`src/rtl/isort_pkg.sv`:
```
// ----------------------------------------------------------------------------
// isort_pkg: shared types and constants of the insertion sorter
// Store depth, count width, controller states and the command and status
// groups passed between controller and datapath.
// ----------------------------------------------------------------------------
`timescale 1ns / 1ps
`default_nettype none

package isort_pkg;

  localparam int DEPTH   = 16;
  localparam int FILL_W  = $clog2(DEPTH + 1);
  localparam int VALUE_W = 32;

  typedef enum logic [0:0] {
    ST_IDLE,
    ST_EMIT
  } state_t;

  // commands from controller to datapath
  typedef struct packed {
    logic insert;
    logic emit;
  } cmd_t;

  // status from datapath to controller
  typedef struct packed {
    logic one_left;
  } status_t;

endpackage

`default_nettype wire

```
`src/rtl/isort_ctrl.sv`:
```
// ----------------------------------------------------------------------------
// isort_ctrl: sequencing controller
// Takes transactions while idle and walks the store out once a batch closes.
// ----------------------------------------------------------------------------
`timescale 1ns / 1ps
`default_nettype none

module isort_ctrl
  import isort_pkg::*;
(
  input  wire logic    clk,
  input  wire logic    rst,
  input  wire logic    start,
  input  wire logic    last,
  input  wire status_t status,
  output cmd_t         cmd,
  output logic         busy
);

  state_t state;
  state_t state_next;

  // hold the state
  always_ff @(posedge clk) begin
    if (rst) begin
      state <= ST_IDLE;
    end else begin
      state <= state_next;
    end
  end

  // decode next state and commands
  always_comb begin
    state_next = state;
    cmd        = '0;
    busy       = 1'b0;
    unique case (state)
      ST_IDLE: begin
        if (start) begin
          cmd.insert = 1'b1;
          if (last) begin
            state_next = ST_EMIT;
          end
        end
      end
      ST_EMIT: begin
        busy     = 1'b1;
        cmd.emit = 1'b1;
        if (status.one_left) begin
          state_next = ST_IDLE;
        end
      end
      default: begin
        state_next = ST_IDLE;
      end
    endcase
  end

endmodule

`default_nettype wire

```
`src/rtl/isort_path.sv`:
```
// ----------------------------------------------------------------------------
// isort_path: sorting datapath
// A row of cells that stays sorted: each insert compares the new value with
// every cell at once and shifts the larger ones up by one place. Emission
// shifts the row down one place a cycle into the result register.
// ----------------------------------------------------------------------------
`timescale 1ns / 1ps
`default_nettype none

module isort_path
  import isort_pkg::*;
(
  input  wire logic               clk,
  input  wire logic               rst,
  input  wire cmd_t               cmd,
  input  wire logic signed [31:0] value,
  output status_t                 status,
  output logic signed [31:0]      sorted_value,
  output logic                    last_out,
  output logic                    overflow,
  output logic                    valid
);

  logic signed [VALUE_W-1:0] cells      [DEPTH];
  logic signed [VALUE_W-1:0] cells_next [DEPTH];
  logic [DEPTH-1:0]          gt;
  logic [DEPTH-1:0]          ins;
  logic [FILL_W-1:0]         fill_count;
  logic                      overflow_seen;
  logic                      full;

  assign full            = (fill_count == FILL_W'(DEPTH));
  assign status.one_left = (fill_count == FILL_W'(1));

  // compare the new value with every occupied cell
  for (genvar i = 0; i < DEPTH; i++) begin : g_cmp
    assign gt[i]  = (FILL_W'(i) < fill_count) && (cells[i] > value);
    assign ins[i] = gt[i] || (FILL_W'(i) == fill_count);
  end

  // pick each cell's next value
  for (genvar i = 0; i < DEPTH; i++) begin : g_next
    always_comb begin
      cells_next[i] = cells[i];
      if (cmd.emit) begin
        if (i < DEPTH - 1) begin
          cells_next[i] = cells[(i + 1) % DEPTH];
        end
      end else if (cmd.insert && !full) begin
        if (i > 0 && gt[(i + DEPTH - 1) % DEPTH]) begin
          cells_next[i] = cells[(i + DEPTH - 1) % DEPTH];
        end else if (ins[i]) begin
          cells_next[i] = value;
        end
      end
    end
  end

  // advance the cell row
  always_ff @(posedge clk) begin
    for (int i = 0; i < DEPTH; i++) begin
      cells[i] <= cells_next[i];
    end
  end

  // count entries and note dropped values
  always_ff @(posedge clk) begin
    if (rst) begin
      fill_count    <= '0;
      overflow_seen <= 1'b0;
    end else if (cmd.emit) begin
      fill_count <= fill_count - FILL_W'(1);
      if (status.one_left) begin
        overflow_seen <= 1'b0;
      end
    end else if (cmd.insert) begin
      if (full) begin
        overflow_seen <= 1'b1;
      end else begin
        fill_count <= fill_count + FILL_W'(1);
      end
    end
  end

  // register one result per emit cycle
  always_ff @(posedge clk) begin
    if (rst) begin
      valid <= 1'b0;
    end else begin
      valid <= cmd.emit;
    end
  end

  always_ff @(posedge clk) begin
    if (cmd.emit) begin
      sorted_value <= cells[0];
      last_out     <= status.one_left;
      overflow     <= overflow_seen;
    end
  end

endmodule

`default_nettype wire

```
`src/rtl/insertion_sorter.sv`:
```
// ----------------------------------------------------------------------------
// insertion_sorter: stable insertion sort of signed 32-bit batches
// Values go into a sorted row of cells; the last value of a batch starts
// emission of the whole batch in nondecreasing order.
// ----------------------------------------------------------------------------
// Insert: one transaction per cycle while busy is low; the parallel compare
//   row places a value in the cycle it is taken.
// Emit: after a last transaction, busy stays high while the N entries held
//   (at most DEPTH) are emitted; results come one per cycle, registered
//   after the state register enters emission. The receiver cannot stall.
// Reset: synchronous; empties the store and clears the overflow mark.
`timescale 1ns / 1ps
`default_nettype none

module insertion_sorter
  import isort_pkg::*;
(
  input  wire logic               clk,
  input  wire logic               rst,
  input  wire logic               start,
  output logic                    busy,
  input  wire logic signed [31:0] value,
  input  wire logic               last,
  output logic                    valid,
  output logic signed [31:0]      sorted_value,
  output logic                    last_out,
  output logic                    overflow
);

  cmd_t    cmd;
  status_t status;

  isort_ctrl u_ctrl (
    .clk    (clk),
    .rst    (rst),
    .start  (start),
    .last   (last),
    .status (status),
    .cmd    (cmd),
    .busy   (busy)
  );

  isort_path u_path (
    .clk          (clk),
    .rst          (rst),
    .cmd          (cmd),
    .value        (value),
    .status       (status),
    .sorted_value (sorted_value),
    .last_out     (last_out),
    .overflow     (overflow),
    .valid        (valid)
  );

endmodule

`default_nettype wire

```
`config.mk`:
```
export PLATFORM = sky130hd
export DESIGN_NAME = insertion_sorter
export DESIGN_NICKNAME = d
export VERILOG_FILES = /design/src/rtl/isort_pkg.sv /design/src/rtl/isort_ctrl.sv /design/src/rtl/isort_path.sv /design/src/rtl/insertion_sorter.sv
export SDC_FILE = /design/constraint.sdc
export NUM_CORES = 2
export LEC_CHECK = 0
export CELL_PAD_IN_SITES_DETAIL_PLACEMENT = 0
export CELL_PAD_IN_SITES_GLOBAL_PLACEMENT = 1
export CORE_ASPECT_RATIO = 0.7
export CORE_UTILIZATION = 40
export DETAILED_ROUTE_END_ITERATION = 8
export DONT_BUFFER_PORTS = 1
export PLACE_DENSITY = 0.67
export RECOVER_POWER = 100
export SLEW_MARGIN = 10
export SYNTH_ARGS = -nofsm -noshare
export SYNTH_HDL_FRONTEND = slang
export SYNTH_SLANG_ARGS = --single-unit
```
`constraint.sdc`:
```
create_clock -name clk -period 16.4 [get_ports clk]
set_input_delay 1.64 -clock clk [delete_from_list [all_inputs] [get_ports clk]]
set_output_delay 1.64 -clock clk [all_outputs]
set_load 0.02 [all_outputs]
```
==> results summary <==
The number of max-cap violations came out at 36. The mapped cell area is between 0.03 and 0.04 mm^2. The max-slew violation count is 1532.

The number of gates resized after CTS came out at 0. Of the total power, the share spent switching nets is 0.3665. The overall global routing resource usage came out at 0.2794.

In this run the static leakage power is about 0.016 uW. The category of the worst setup path launch point is a register. The final worst slack came out at 6.444 ns. Clock tree synthesis selected as its root buffer the cell clkbuf_16. The post-CTS setup buffer count came out at 0. The cell area after placement is 0.04133 mm^2. Of the total power, combinational logic draws 0.304.

STA puts the critical path data arrival time at 10.24 ns. The cell row count is 96. The dominant cell by count in the synthesized netlist is edfxtp_1. The height of the die is 265.7 um. The placement-stage worst setup slack came out at ~10 ns.

The final weighted congestion of routability-driven global placement came out at 0.9609. Yosys attributes the largest share of cell area to edfxtp_1, ha_1, nand4_1, nand2_1, a21oi_1. Clock-pin slew was measured on the worst setup and hold paths at 0.06 ns. The worst setup path is of the reg -> reg kind. Synthesis produced a netlist whose cell count is between 3000 and 4000. The net count of the finished layout came out at around 4300. The register-to-register setup slack came out at between 6 and 7 ns.

The minimum hold slack came out at 0.4607 ns. Of the post-synthesis cell area, the dominant cell type holds 0.4128. The proportion of register bits with asynchronous set or reset after synthesis is 0.

The via count of the first global-routing pass was between 30000 and 40000. The most used flip-flop cell after synthesis is edfxtp_1. The Yosys step of the flow raised 0 warnings. The complex-gate fraction of the synthesized area is 0.2045. The worst-margin pin slew is 3.774 ns. The final reports fail on capacitance limit, slew limit. The effective utilization at floorplan came out at 0.4048.

The type of element capturing the critical path is a register. The first-pass iteration count of the detailed router came out at 5. The mean area per synthesized cell came out at 10.25 um^2. The post-synth net total is 4430.

Setup repair after global routing left no endpoint under its margin. Summed over all failing endpoints, the final setup total negative slack is 0 ns. The worst clock skew on the final layout is 0.01729 ns. After synthesis the netlist holds a flip-flop and latch count of 554.

The CTS tree is built. The arithmetic-cell share of the synthesized area counting full adders, half adders and majority gates is 0.1628. The part of the power in the clock network is 0.276. The post-synthesis sequential area ratio is 0.4168. The mean number of vias per cell is 6.535. The deepest level of the CTS H-tree is 2.

Setup violations remaining at the end of the flow were counted as 0. The run finished, with violations left. The maximum fanout along the worst path came out at 84. The fraction of the mapped netlist area in simple logic gates is 0.1514. The maximum count of clock buffers along a single path is 3. The number of library cell types mapped by synthesis came out at 83. The detail-routed net length per standard cell is 27.96 um. The layout filler cell count is 9407.

The via total after detailed routing came out at 33510. The number of buffers created by CTS is 60. The tightest min-delay check is of the reg -> reg type.

In the finished design, the share of the clock period the worst path needs comes to 0.6071. The first-pass GRT wire length is 212100 um. The clock net sink count came out at 554. Timing would allow up to 100.4 MHz. The initial antenna violation count came out at 0. The hold violation total from the final report came to 0. The number of routed nets with antenna violations is 0. The main combinational cell family by area after synthesis is compound AO/OA/AOI/OAI gates. The signed area change from the synthesized netlist to the final layout came out at 8.391%. Of the cells placed in the final design, the portion with a size suffix greater than 1 is 0.05837. VDD sags by at most 0.1008 mV.

The placeable core region is just under 0.1 mm^2. After legalization and detailed placement, the total HPWL measured around 100000 um. The cell area after layout is between 0.04 and 0.05 mm^2.

After synthesis, the most frequently instantiated cells are edfxtp_1, ha_1, nand2_1, nand4_1, clkbuf_1. The floorplan step set the die width to 378.7 um. The violation count after the first detailed-routing iteration is ~3900.

The total DRC errors in the routed layout came out at 0. Entering global routing, the biggest net connects 178 pins. The cts-stage hold buffer count came out at 0. The count of buffers added on input and output ports is 0. Cell internal power was estimated by the tool at around 3300 uW. The post-synthesis share of cell area spent on xor and xnor gates is 0.0006615. The minimum period implied by the final worst setup slack is 9.956 ns.

The latest clock arrival within the worst-skew pair is 0.68 ns. Once layout is complete, the utilization of the core stands at 0.4387. The aggregate global routing overflow is 0. The count of pins on the block boundary came out at 72. The proportion of synthesized area in mux cells is 0.02548. The proportion of power drawn by flip-flops and latches came out at 0.420. Power spread over the standard cell area amounts to 119.4 mW/mm^2. The number of synthesized flops with an enable pin is 546. The remaining max-slew budget at the tightest pin came out at -1.516. The die covers slightly above 0.1 mm^2. Data on the critical path is required at its endpoint by roughly 17 ns. The largest total area in the synthesized netlist belongs to edfxtp_1. The sum of routed wire length over all layers came out at roughly 140000 um. The switching power is 1884 uW.
## cell type report
cell class | instances | area (um^2) | area share
tap | 1323 | 1655 | 0.03845
sequential | 554 | 16560 | 0.3845
inverter | 99 | 372.9 | 0.008660
multi-input combinational | 2941 | 21920 | 0.5092
timing repair buffer | 96 | 598.1 | 0.01389
clock inverter | 38 | 340.3 | 0.007904
antenna | 1 | 2.502 | 0.00005812
clock buffer | 75 | 1609 | 0.03737
## final timing paths
check | start | endpoint | depth (start not counted)
worst max-delay path | u_ctrl.state$_SDFF_PP0_ | u_path.cells[1][31]$_DFFE_PP_ | 5
worst min-delay path | u_path.overflow_seen$_SDFFE_PP0P_ | u_path.overflow$_DFFE_PP_ | 0
worst max register to register | u_ctrl.state$_SDFF_PP0_ | u_path.cells[1][31]$_DFFE_PP_ | 5
worst min register to register | u_path.overflow_seen$_SDFFE_PP0P_ | u_path.overflow$_DFFE_PP_ | 0
## cells by family (layout without fill, tap and decap cells)
logic type / Yosys count / after routing
other cells: 0 / 1
flops: 554 / 554
compound gates: 1162 / 1162
xor+xnor: 3 / 3
fa+ha+maj: 517 / 517
buf+inv: 382 / 308
mux: 97 / 97
simple gates: 1162 / 1162
## sequential cells by signal, indices dropped and copies added, names as in the netlist
| register | count |
|---|---|
| u_path.sorted_value | 32 |
| u_path.fill_count | 5 |
| u_ctrl.state | 1 |
| u_path.last_out | 1 |
| u_path.overflow | 1 |
| u_path.valid | 1 |
| u_path.cells | 512 |
| u_path.overflow_seen | 1 |
## critical path, stage by stage (launching register included)
cell      delay (ns)
dfxtp_1         2.15
clkbuf_1        2.21
clkbuf_1        2.04
clkbuf_1        2.55
o41a_1          0.47
o31ai_1         0.08
## cells in the final DEF, fill, tap and decap left out, types with 35 or more instances in the layout
cell	Yosys	layout
nor4_1	47	48
edfxtp_1	546	546
nor2_1	60	60
a31oi_1	82	78
clkbuf_16	0	61
nand4_1	274	274
clkbuf_1	228	47
and2_1	69	44
o211ai_1	119	119
a22o_1	97	97
nand3_1	184	184
a2bb2oi_1	37	35
a221o_1	73	73
nand2_1	409	408
a21oi_1	226	224
buf_4	3	59
a21o_1	111	111
o21ai_0	172	228
ha_1	517	517
inv_1	99	98
mux2i_1	64	64
## routing by layer
layer / track usage / part of all wire / vias to the layer above
met5: 0 / 0 / -
met4: 0.04957 / 0.015 / 0
met3: 0.07074 / 0.10 / 132
met2: 0.3579 / 0.38 / 1549
met1: 0.4572 / 0.50 / 16640
li1: - / - / 15190
## through the flow
step,instances,total power (uW)
after floorplan,3877,3128
after global placement,5013,3673
after detailed placement,5013,3691
after CTS,5126,5113
after global routing,5126,5385
final,5127,5141
## power by group through the flow
| stage | Combinational (uW) | Sequential, uW | Clock, uW |
|---|---|---|---|
| after floorplan | 1060 | 2070 | 0 |
| after global placement | 1500 | 2170 | 0 |
| after CTS | 1530 | 2140 | 1440 |
| after detailed placement | 1530 | 2170 | 0 |
| final | 1560 | 2160 | 1420 |
| after global routing | 1720 | 2180 | 1490 |
Power figures use the tool's default switching activity.
